`config.mk`:
```
export PLATFORM = sky130hd
export DESIGN_NAME = pulse_width_frame_receiver_core
export DESIGN_NICKNAME = d
export VERILOG_FILES = /design/src/rtl/core/pwfr_pkg.sv /design/src/rtl/core/pulse_width_frame_receiver_core.sv /design/src/rtl/core/pwfr_front.sv /design/src/rtl/core/pwfr_fifo.sv /design/src/rtl/core/pwfr_back.sv
export SDC_FILE = /design/constraint.sdc
export NUM_CORES = 1
export LEC_CHECK = 0
export ABC_AREA = 1
export BUFFER_PORTS_ARGS = -buffer_cell sky130_fd_sc_hd__buf_2
export CAP_MARGIN = 5
export CORE_ASPECT_RATIO = 1.25
export CORE_MARGIN = 5
export CORE_UTILIZATION = 55
export DETAILED_ROUTE_END_ITERATION = 10
export PLACE_DENSITY = 0.79
export SETUP_SLACK_MARGIN = 0.05
export SLEW_MARGIN = 0
export SYNTH_ARGS = -nofsm -noshare
export SYNTH_HDL_FRONTEND = slang
export SYNTH_SLANG_ARGS = --single-unit
```
`constraint.sdc`:
```
create_clock -name clock -period 5.87 [get_ports clock]
set_input_delay 0.587 -clock clock [delete_from_list [all_inputs] [get_ports clock]]
set_output_delay 0.587 -clock clock [all_outputs]
set_load 0.005 [all_outputs]
```
`src/rtl/core/pwfr_pkg.sv`:
```
// Shared types, constants and register indexes of the pulse width frame receiver.
// Used by every module of the receiver core; it depends on nothing.
package pwfr_pkg;

   localparam int RUN_COUNT_BITS = 8;
   localparam int CFG_CNT_BITS   = 8;
   localparam int CMP_BITS       = (RUN_COUNT_BITS > CFG_CNT_BITS) ? RUN_COUNT_BITS : CFG_CNT_BITS;
   localparam int SAMPLE_BITS    = 10;
   localparam int BYTE_BITS      = 8;
   localparam int LEN_BITS       = 8;
   localparam int KIND_BITS      = 2;
   localparam int PHASE_BITS     = 2;
   localparam int BITCNT_BITS    = 3;

   localparam int FIFO_DEPTH     = 4;
   localparam int FIFO_PTR_BITS  = $clog2(FIFO_DEPTH);
   localparam int FIFO_CNT_BITS  = $clog2(FIFO_DEPTH + 1);

   localparam int CSR_INDEX_BITS = 3;
   localparam int CSR_DATA_BITS  = 10;

   localparam logic [CSR_INDEX_BITS-1:0] CSR_ANALOG_MODE     = 3'd0;
   localparam logic [CSR_INDEX_BITS-1:0] CSR_ANALOG_LOW      = 3'd1;
   localparam logic [CSR_INDEX_BITS-1:0] CSR_ANALOG_HIGH     = 3'd2;
   localparam logic [CSR_INDEX_BITS-1:0] CSR_ONE_THRESHOLD   = 3'd3;
   localparam logic [CSR_INDEX_BITS-1:0] CSR_DATA_RUN_LIMIT  = 3'd4;
   localparam logic [CSR_INDEX_BITS-1:0] CSR_DELIM_MIN       = 3'd5;
   localparam logic [CSR_INDEX_BITS-1:0] CSR_DELIM_MAX       = 3'd6;
   localparam logic [CSR_INDEX_BITS-1:0] CSR_MAX_FRAME_BYTES = 3'd7;

   localparam logic [SAMPLE_BITS-1:0]  RST_ANALOG_LOW      = 10'd300;
   localparam logic [SAMPLE_BITS-1:0]  RST_ANALOG_HIGH     = 10'd700;
   localparam logic [CFG_CNT_BITS-1:0] RST_ONE_THRESHOLD   = 8'd3;
   localparam logic [CFG_CNT_BITS-1:0] RST_DATA_RUN_LIMIT  = 8'd11;
   localparam logic [CFG_CNT_BITS-1:0] RST_DELIM_MIN       = 8'd55;
   localparam logic [CFG_CNT_BITS-1:0] RST_DELIM_MAX       = 8'd62;
   localparam logic [LEN_BITS-1:0]     RST_MAX_FRAME_BYTES = 8'd255;

   localparam logic [PHASE_BITS-1:0] PH_IDLE  = 2'd0;
   localparam logic [PHASE_BITS-1:0] PH_ARMED = 2'd1;
   localparam logic [PHASE_BITS-1:0] PH_RECV  = 2'd2;

   localparam logic [KIND_BITS-1:0] EV_BYTE  = 2'd0;
   localparam logic [KIND_BITS-1:0] EV_DONE  = 2'd1;
   localparam logic [KIND_BITS-1:0] EV_ABORT = 2'd2;

   typedef struct packed {
      logic                   digital_level;
      logic [SAMPLE_BITS-1:0] analog_sample;
   } req_payload_type;

   typedef struct packed {
      logic [KIND_BITS-1:0] event_kind;
      logic [BYTE_BITS-1:0] data_byte;
      logic [LEN_BITS-1:0]  frame_length;
   } rsp_payload_type;

   typedef struct packed {
      logic                      level;
      logic [RUN_COUNT_BITS-1:0] count;
   } run_event_type;

   typedef struct packed {
      logic                    analog_mode;
      logic [SAMPLE_BITS-1:0]  analog_low;
      logic [SAMPLE_BITS-1:0]  analog_high;
   } front_cfg_type;

   typedef struct packed {
      logic [CFG_CNT_BITS-1:0] one_threshold;
      logic [CFG_CNT_BITS-1:0] data_run_limit;
      logic [CFG_CNT_BITS-1:0] delim_min;
      logic [CFG_CNT_BITS-1:0] delim_max;
      logic [LEN_BITS-1:0]     max_frame_bytes;
   } back_cfg_type;

endpackage

```
`src/rtl/core/pulse_width_frame_receiver_core.sv`:
```
// Top level of the pulse width frame receiver core: register file and the three parts.
// Depends on pwfr_pkg, pwfr_front, pwfr_fifo and pwfr_back.
//
// The req channel takes one line sample per beat: a digital level and an analog
// reading, of which analog_mode picks one. The rsp channel gives at most one event per
// sample: a data byte, a delivered frame or an aborted frame, with the frame length.
// The front end measures runs and pushes each finished run into a four-entry queue;
// the decoder pops one run per cycle, unless a stalled rsp holds its beat, and loads
// the rsp output register. A sample that ends a run enters the queue when it is
// accepted, and its event passes from there into the rsp output register.
// Throughput is one sample per cycle while req_stall is low, set by the run counter
// and the decoder step, which each handle an item as it arrives.
// While rsp is stalled the output register holds its beat and the queue fills; once it
// is full, req_stall rises and every sample waits, also one that ends no run.
// Reset is synchronous and clears the run counter, the queue, the frame state and the
// output valid; the registers return to their reset values.
// User must write registers via csr_we, csr_index, csr_wdata only while the block is idle; it does not enforce this.
module pulse_width_frame_receiver_core (
   input  logic                                   clock,
   input  logic                                   reset,
   input  logic                                   csr_we,
   input  logic [pwfr_pkg::CSR_INDEX_BITS-1:0]    csr_index,
   input  logic [pwfr_pkg::CSR_DATA_BITS-1:0]     csr_wdata,
   input  logic                                   req_valid,
   output logic                                   req_stall,
   input  pwfr_pkg::req_payload_type              req_payload,
   output logic                                   rsp_valid,
   input  logic                                   rsp_stall,
   output pwfr_pkg::rsp_payload_type              rsp_payload
);
   import pwfr_pkg::*;

   front_cfg_type front_cfg_ff;
   back_cfg_type  back_cfg_ff;

   logic          run_push;
   run_event_type run_in;
   logic          run_full;
   logic          run_pop;
   run_event_type run_out;
   logic          run_ready;

   always_ff @(posedge clock) begin
      if (reset) begin
         front_cfg_ff.analog_mode    <= 1'b0;
         front_cfg_ff.analog_low     <= RST_ANALOG_LOW;
         front_cfg_ff.analog_high    <= RST_ANALOG_HIGH;
         back_cfg_ff.one_threshold   <= RST_ONE_THRESHOLD;
         back_cfg_ff.data_run_limit  <= RST_DATA_RUN_LIMIT;
         back_cfg_ff.delim_min       <= RST_DELIM_MIN;
         back_cfg_ff.delim_max       <= RST_DELIM_MAX;
         back_cfg_ff.max_frame_bytes <= RST_MAX_FRAME_BYTES;
      end else if (csr_we) begin
         case (csr_index)
            CSR_ANALOG_MODE:     front_cfg_ff.analog_mode    <= csr_wdata[0];
            CSR_ANALOG_LOW:      front_cfg_ff.analog_low     <= csr_wdata;
            CSR_ANALOG_HIGH:     front_cfg_ff.analog_high    <= csr_wdata;
            CSR_ONE_THRESHOLD:   back_cfg_ff.one_threshold   <= csr_wdata[CFG_CNT_BITS-1:0];
            CSR_DATA_RUN_LIMIT:  back_cfg_ff.data_run_limit  <= csr_wdata[CFG_CNT_BITS-1:0];
            CSR_DELIM_MIN:       back_cfg_ff.delim_min       <= csr_wdata[CFG_CNT_BITS-1:0];
            CSR_DELIM_MAX:       back_cfg_ff.delim_max       <= csr_wdata[CFG_CNT_BITS-1:0];
            CSR_MAX_FRAME_BYTES: back_cfg_ff.max_frame_bytes <= csr_wdata[LEN_BITS-1:0];
            default: begin
            end
         endcase
      end
   end

   pwfr_front u_front (
      .clock       (clock),
      .reset       (reset),
      .cfg         (front_cfg_ff),
      .req_valid   (req_valid),
      .req_stall   (req_stall),
      .req_payload (req_payload),
      .run_push    (run_push),
      .run_event   (run_in),
      .run_full    (run_full)
   );

   pwfr_fifo u_fifo (
      .clock     (clock),
      .reset     (reset),
      .push      (run_push),
      .push_data (run_in),
      .full      (run_full),
      .pop       (run_pop),
      .pop_data  (run_out),
      .not_empty (run_ready)
   );

   pwfr_back u_back (
      .clock       (clock),
      .reset       (reset),
      .cfg         (back_cfg_ff),
      .run_ready   (run_ready),
      .run_event   (run_out),
      .run_pop     (run_pop),
      .rsp_valid   (rsp_valid),
      .rsp_stall   (rsp_stall),
      .rsp_payload (rsp_payload)
   );

endmodule

```
`src/rtl/core/pwfr_front.sv`:
```
// Front end: turns line samples into levels and times the runs between level changes.
// Depends on pwfr_pkg; each finished run leaves as one beat toward the run queue.
module pwfr_front (
   input  logic                      clock,
   input  logic                      reset,
   input  pwfr_pkg::front_cfg_type   cfg,
   input  logic                      req_valid,
   output logic                      req_stall,
   input  pwfr_pkg::req_payload_type req_payload,
   output logic                      run_push,
   output pwfr_pkg::run_event_type   run_event,
   input  logic                      run_full
);
   import pwfr_pkg::*;

   logic                      prev_level_ff, prev_level_in;
   logic [RUN_COUNT_BITS-1:0] run_count_ff, run_count_in;
   logic                      accept;
   logic                      level;
   logic                      level_ok;

   assign req_stall = run_full;
   assign accept    = req_valid && !run_full;

   always_comb begin
      level    = req_payload.digital_level;
      level_ok = 1'b1;
      if (cfg.analog_mode) begin
         if (req_payload.analog_sample < cfg.analog_low) begin
            level = 1'b0;
         end else if (req_payload.analog_sample > cfg.analog_high) begin
            level = 1'b1;
         end else begin
            level    = 1'b0;
            level_ok = 1'b0;
         end
      end
   end

   always_comb begin
      prev_level_in   = prev_level_ff;
      run_count_in    = run_count_ff;
      run_push        = 1'b0;
      run_event.level = prev_level_ff;
      run_event.count = run_count_ff;
      if (accept && level_ok) begin
         if (level != prev_level_ff) begin
            run_push      = 1'b1;
            prev_level_in = level;
            run_count_in  = '0;
         end else if (run_count_ff != {RUN_COUNT_BITS{1'b1}}) begin
            run_count_in = run_count_ff + 1'b1;
         end
      end
   end

   always_ff @(posedge clock) begin
      if (reset) begin
         prev_level_ff <= 1'b0;
         run_count_ff  <= '0;
      end else begin
         prev_level_ff <= prev_level_in;
         run_count_ff  <= run_count_in;
      end
   end

   a_push_clears_count: assert property (@(posedge clock) disable iff (reset)
      run_push |=> run_count_ff == '0)
      else $error("run counter not cleared after a level change");

   a_no_push_when_full: assert property (@(posedge clock) disable iff (reset)
      run_full |-> !run_push)
      else $error("run pushed into a full queue");

   a_level_follows_push: assert property (@(posedge clock) disable iff (reset)
      run_push |=> prev_level_ff != $past(prev_level_ff))
      else $error("level did not toggle on a finished run");

endmodule

```
`src/rtl/core/pwfr_fifo.sv`:
```
// Short queue of finished runs between the front end and the frame decoder.
// Depends on pwfr_pkg for the run type and the queue depth.
module pwfr_fifo (
   input  logic                    clock,
   input  logic                    reset,
   input  logic                    push,
   input  pwfr_pkg::run_event_type push_data,
   output logic                    full,
   input  logic                    pop,
   output pwfr_pkg::run_event_type pop_data,
   output logic                    not_empty
);
   import pwfr_pkg::*;

   run_event_type              mem_ff [FIFO_DEPTH];
   logic [FIFO_PTR_BITS-1:0]   wr_ptr_ff, wr_ptr_in;
   logic [FIFO_PTR_BITS-1:0]   rd_ptr_ff, rd_ptr_in;
   logic [FIFO_CNT_BITS-1:0]   count_ff, count_in;

   assign full      = (count_ff == FIFO_CNT_BITS'(FIFO_DEPTH));
   assign not_empty = (count_ff != '0);
   assign pop_data  = mem_ff[rd_ptr_ff];

   always_comb begin
      wr_ptr_in = push ? FIFO_PTR_BITS'((32'(wr_ptr_ff) + 1) % FIFO_DEPTH) : wr_ptr_ff;
      rd_ptr_in = pop  ? FIFO_PTR_BITS'((32'(rd_ptr_ff) + 1) % FIFO_DEPTH) : rd_ptr_ff;
      count_in  = count_ff;
      if (push && !pop) begin
         count_in = count_ff + 1'b1;
      end else if (pop && !push) begin
         count_in = count_ff - 1'b1;
      end
   end

   always_ff @(posedge clock) begin
      if (push) begin
         mem_ff[wr_ptr_ff] <= push_data;
      end
   end

   always_ff @(posedge clock) begin
      if (reset) begin
         wr_ptr_ff <= '0;
         rd_ptr_ff <= '0;
         count_ff  <= '0;
      end else begin
         wr_ptr_ff <= wr_ptr_in;
         rd_ptr_ff <= rd_ptr_in;
         count_ff  <= count_in;
      end
   end

   a_no_underflow: assert property (@(posedge clock) disable iff (reset)
      pop |-> not_empty)
      else $error("pop from an empty run queue");

   a_count_bound: assert property (@(posedge clock) disable iff (reset)
      count_ff <= FIFO_CNT_BITS'(FIFO_DEPTH))
      else $error("run queue count beyond its depth");

   a_ptr_gap: assert property (@(posedge clock) disable iff (reset)
      FIFO_PTR_BITS'(32'(rd_ptr_ff) + 32'(count_ff)) == wr_ptr_ff)
      else $error("run queue pointers disagree with the count");

endmodule

```
`src/rtl/core/pwfr_back.sv`:
```
// Frame decoder: classifies each finished run and builds bytes and frame events.
// Depends on pwfr_pkg; it drives the result channel from its own output register.
module pwfr_back (
   input  logic                      clock,
   input  logic                      reset,
   input  pwfr_pkg::back_cfg_type    cfg,
   input  logic                      run_ready,
   input  pwfr_pkg::run_event_type   run_event,
   output logic                      run_pop,
   output logic                      rsp_valid,
   input  logic                      rsp_stall,
   output pwfr_pkg::rsp_payload_type rsp_payload
);
   import pwfr_pkg::*;

   logic [PHASE_BITS-1:0]  phase_ff, phase_in;
   logic [BYTE_BITS-1:0]   shift_ff, shift_in;
   logic [BITCNT_BITS-1:0] bits_ff, bits_in;
   logic [LEN_BITS-1:0]    bytes_ff, bytes_in;
   logic                   rsp_valid_ff, rsp_valid_in;
   rsp_payload_type        rsp_payload_ff, rsp_payload_in;

   logic                   emit;
   rsp_payload_type        result;
   logic [CMP_BITS-1:0]    cnt;
   logic [BYTE_BITS-1:0]   shifted;
   logic                   is_data;
   logic                   is_delim;

   assign run_pop     = run_ready && (!rsp_valid_ff || !rsp_stall);
   assign rsp_valid   = rsp_valid_ff;
   assign rsp_payload = rsp_payload_ff;

   always_comb begin
      cnt      = CMP_BITS'(run_event.count);
      is_data  = (phase_ff != PH_IDLE) && (cnt < CMP_BITS'(cfg.data_run_limit));
      is_delim = (cnt >= CMP_BITS'(cfg.delim_min)) && (cnt <= CMP_BITS'(cfg.delim_max));
      shifted  = {shift_ff[BYTE_BITS-2:0], (cnt > CMP_BITS'(cfg.one_threshold))};

      phase_in = phase_ff;
      shift_in = shift_ff;
      bits_in  = bits_ff;
      bytes_in = bytes_ff;
      emit     = 1'b0;
      result.event_kind   = EV_BYTE;
      result.data_byte    = '0;
      result.frame_length = bytes_ff;

      if (is_data) begin
         if (phase_ff == PH_ARMED && !run_event.level) begin
            emit              = 1'b1;
            result.event_kind = EV_ABORT;
            phase_in          = PH_IDLE;
            bytes_in          = '0;
            shift_in          = '0;
            bits_in           = '0;
         end else if (bits_ff == {BITCNT_BITS{1'b1}}) begin
            shift_in = '0;
            bits_in  = '0;
            emit     = 1'b1;
            if (bytes_ff >= cfg.max_frame_bytes) begin
               result.event_kind = EV_ABORT;
               phase_in          = PH_IDLE;
               bytes_in          = '0;
            end else begin
               phase_in            = (phase_ff == PH_ARMED) ? PH_RECV : phase_ff;
               bytes_in            = bytes_ff + 1'b1;
               result.event_kind   = EV_BYTE;
               result.data_byte    = shifted;
               result.frame_length = bytes_ff + 1'b1;
            end
         end else begin
            phase_in = (phase_ff == PH_ARMED) ? PH_RECV : phase_ff;
            shift_in = shifted;
            bits_in  = bits_ff + 1'b1;
         end
      end else if (is_delim) begin
         emit     = (phase_ff != PH_IDLE);
         shift_in = '0;
         bits_in  = '0;
         bytes_in = '0;
         if (run_event.level) begin
            result.event_kind = EV_ABORT;
            phase_in          = PH_IDLE;
         end else begin
            result.event_kind = EV_DONE;
            phase_in          = PH_ARMED;
         end
      end else begin
         emit              = (phase_ff != PH_IDLE) && (bytes_ff != '0);
         result.event_kind = EV_DONE;
         phase_in          = PH_IDLE;
         bytes_in          = '0;
         shift_in          = '0;
         bits_in           = '0;
      end
   end

   always_comb begin
      rsp_valid_in   = rsp_valid_ff && rsp_stall;
      rsp_payload_in = rsp_payload_ff;
      if (run_pop && emit) begin
         rsp_valid_in   = 1'b1;
         rsp_payload_in = result;
      end
   end

   always_ff @(posedge clock) begin
      rsp_payload_ff <= rsp_payload_in;
   end

   always_ff @(posedge clock) begin
      if (reset) begin
         phase_ff     <= PH_IDLE;
         shift_ff     <= '0;
         bits_ff      <= '0;
         bytes_ff     <= '0;
         rsp_valid_ff <= 1'b0;
      end else begin
         rsp_valid_ff <= rsp_valid_in;
         if (run_pop) begin
            phase_ff <= phase_in;
            shift_ff <= shift_in;
            bits_ff  <= bits_in;
            bytes_ff <= bytes_in;
         end
      end
   end

   a_idle_no_partial: assert property (@(posedge clock) disable iff (reset)
      phase_ff == PH_IDLE |-> bits_ff == '0 && shift_ff == '0)
      else $error("partial byte held while idle");

   a_bytes_only_receiving: assert property (@(posedge clock) disable iff (reset)
      phase_ff != PH_RECV |-> bytes_ff == '0)
      else $error("byte count held outside a frame being received");

   a_no_pop_while_blocked: assert property (@(posedge clock) disable iff (reset)
      rsp_valid_ff && rsp_stall |-> !run_pop)
      else $error("run decoded while the result register is blocked");

   a_phase_legal: assert property (@(posedge clock) disable iff (reset)
      phase_ff == PH_IDLE || phase_ff == PH_ARMED || phase_ff == PH_RECV)
      else $error("decoder phase out of range");

endmodule

```
==> results.json <==
{
  "fin_area_um2": 8770,
  "use_met2": 0.376,
  "grt.met3_usage": 0.0468,
  "power.share.clock": 0.309,
  "crit_top_cell": "nand2_1",
  "wl_per_cell_um": 14.6,
  "ir_drop_mv": 0.235,
  "slowest_delay_ps": 740,
  "criticalPathCategory": "flop to flop",
  "track_usage": 0.215,
  "synth-main-ff-cell": "dfxtp_1",
  "r2r_end": "u_back.rsp_payload[15]$_SDFFCE_PP0P_",
  "ios": 49,
  "clk_latency_ps": 430,
  "place_hpwl_um": 12000,
  "synth_area_per_cell_um2": 8.40,
  "r2r_cells": 14,
  "fillers": 1219,
  "drv_cap": 0,
  "synth_nets": 1036,
  "async_reset_ff_frac": 0,
  "ys_types": 45,
  "p_sw_uw": 1210,
  "clk_pin_slew_ps": 60,
  "overflow": 0,
  "drt_wl_total_um": 17000,
  "first_global_vias": 6002,
  "vias": 6297,
  "area.growth.synth_to_final_pct": 11.4,
  "worst-slew-pin-transition_ps": 995,
  "rows": 49,
  "hold_path.class": "primary input to flop",
  "synthXorXnorAreaFrac": 0.0111,
  "seqPwrFrac": 0.385,
  "dr.pass1.iters": 5,
  "path_cells": "inv_4 -> o21ai_0 -> o22ai_1 -> ha_1 -> nand2_1 -> nor2_1 -> nand3_1 -> o21ai_0 -> nand2_1 -> nand2_1 -> nand2_1 -> nand2_1 -> nand2_1 -> inv_1",
  "drt_iter0_drc": 401,
  "clock-sinks": 154,
  "via_per_inst": 5.41,
  "crit_fanout": 19,
  "clk_path_buf_depth": 2,
  "cts_hold_buffers": 0,
  "htree_levels": 4,
  "grt_pass1_wl_um": 28400,
  "die_w_um": 117,
  "start_kind": "flop",
  "slew_viol_final": 0,
  "yosys.area_share.adder": 0.112,
  "port_buffers": 48,
  "synth-simple-area-share": 0.188,
  "place_congestion": 0.857,
  "drcViolationCount": 0,
  "top_usage_layer": "met2",
  "synth-edff-count": 54,
  "cp_top_family": "compound AO/OA/AOI/OAI gates",
  "numCtsBuffers": 17,
  "reg2reg_slack_ps": 2300,
  "final-hold-violation-count": 0,
  "syn_inst": 937,
  "synth_mux_area_frac": 0,
  "synth_top_cells_by_area": "dfxtp_1 (25%), edfxtp_1 (21%), ha_1 (11%)",
  "powerDensity_nw_per_um2": 402,
  "cp.required_ps": 5920,
  "power_leakage_uw": 0.00385,
  "nets": 1073,
  "finalCritPeriodShare": 0.608,
  "worstSetupEndpointType": "flop",
  "place_area_um2": 8190,
  "antenna_cells": 0,
  "ys_warn_count": 0,
  "rsz0062_at_grt": "no",
  "fmax_mhz": 280,
  "cp.arrival_ps": 3620,
  "fin_setup_tns_ps": 0,
  "initial_core_util": 0.554,
  "p_sw_frac": 0.342,
  "grtUsageMet1": 0.254,
  "power_frac_comb": 0.306,
  "setup_viol": 0,
  "core_area_um2": 14200,
  "synth_top_family_by_area": "simple AND/OR/NAND/NOR gates",
  "relSlewSlack": 0.334,
  "post_cts_resize_count": 0,
  "drive_gt1_frac": 0.117,
  "fin_skew_ps": 10.1,
  "fp.dieH_um": 144,
  "final_cell_mix": "nand2_1 (149), inv_1 (128), dfxtp_1 (100)",
  "cp_num_buf_inv": 2,
  "synth_top_area_frac": 0.254,
  "hold_depth": 3,
  "synth_compound_area_frac": 0.143,
  "cts_tree": "built",
  "netlist_area_um2": 7880,
  "cp_slowest_cell": "dfxtp_1",
  "period_needed_ps": 3570,
  "outcome": "complete, no violations",
  "yosys.area.top_type": "dfxtp_1",
  "post_cts_buffers": 0,
  "cts_root_buffer": "clkbuf_16",
  "die_area_um2": 16800,
  "endpoint": "u_back.rsp_payload[15]$_SDFFCE_PP0P_",
  "ys_seq_area_frac": 0.460,
  "grt_max_degree": 59,
  "cp.depth": 14,
  "cell_internal_pwr_uw": 2320,
  "antenna_found_initial": 0,
  "detail-route-antenna-nets": 0,
  "final_common_cell": "nand2_1",
  "ys_ff_latch": 154
}
==> tightest hold or removal path, cell delays in order <==
cell and delay, ps:
buf_2 90, nand2_1 50, o211ai_1 60
==> Yosys cell counts (all sizes together) (2+ instances only) <==
cell type,number
nand2,161
inv,134
dfxtp,100
nor2,91
a21oi,86
o21ai,76
ha,69
edfxtp,54
nand3,44
clkbuf,24
o211ai,23
nor3,20
nand4,10
buf,8
o22ai,7
or2,6
xor2,6
xnor2,4
a21o,2
o21a,2
==> cell families after synthesis <==
family	count (synthesis)
AND/OR/NAND/NOR	335
AO/OA/AOI/OAI	201
buffers and inverters	167
flip-flops	154
adder cells (fa/ha/maj)	70
XOR/XNOR	10
==> worst min-delay path by stage <==
stage | from | to
global route | csr_wdata[8] | front_cfg_ff[18]$_SDFFE_PP1P_
finish | csr_wdata[8] | front_cfg_ff[18]$_SDFFE_PP1P_
floorplan | back_cfg_ff[24]$_SDFFE_PP1P_ | back_cfg_ff[24]$_SDFFE_PP1P_
global placement | back_cfg_ff[24]$_SDFFE_PP1P_ | back_cfg_ff[24]$_SDFFE_PP1P_
detailed placement | front_cfg_ff[14]$_SDFFE_PP0P_ | front_cfg_ff[14]$_SDFFE_PP0P_
CTS | csr_wdata[9] | front_cfg_ff[9]$_SDFFE_PP1P_
==> per-layer routing <==
metal	wire, µm	vias to the layer above
li1	-	3201
met1	7140	2900
met2	8660	157
met3	789	39
met4	460	0
met5	0	-
==> registers in the layout, summed over array words and instances, names as in the netlist, named ones only <==
register,cells
front_cfg_ff,21
u_fifo.count_ff,3
u_back.bits_ff,3
u_back.phase_ff,2
u_fifo.rd_ptr_ff,2
u_back.rsp_valid,1
u_front.run_count_ff,8
back_cfg_ff,40
u_back.rsp_payload,18
u_fifo.wr_ptr_ff,2
u_front.prev_level_ff,1
u_back.bytes_ff,8
u_fifo.mem_ff,36
u_back.shift_ff,7
==> power by group through the flow <==
stage	Sequential (µW)	Clock [µW]	Combinational [µW]
2_1_floorplan	1350	0	805
3_3_place_gp	1370	0	1040
3_5_place_dp	1380	0	1070
4_1_cts	1360	1100	1080
5_1_grt	1380	1140	1240
6_report	1360	1090	1080
==> area by class of cell <==
class,instances,area (µm²),share of cell area
timing repair buffer,50,255,0.0291
tap,178,223,0.0254
inverter,135,513,0.0585
clock buffer,21,460,0.0525
multi-input combinational,616,3570,0.407
sequential,154,3620,0.413
clock inverter,11,126,0.0144
==> per-stage QoR <==
step           total power, µW   util  setup WS [ps]  hold WS, ps  instances
2_1_floorplan             2150      -           2960          429        937
3_3_place_gp              2410  0.576           2370          447       1133
3_5_place_dp              2450  0.576           2290          453       1133
4_1_cts                   3540  0.617           2310          397       1165
5_1_grt                   3760  0.617           1990          401       1165
6_report                  3520  0.617           2300          406       1165
No activity file was read; power rests on OpenSTA's default activity.
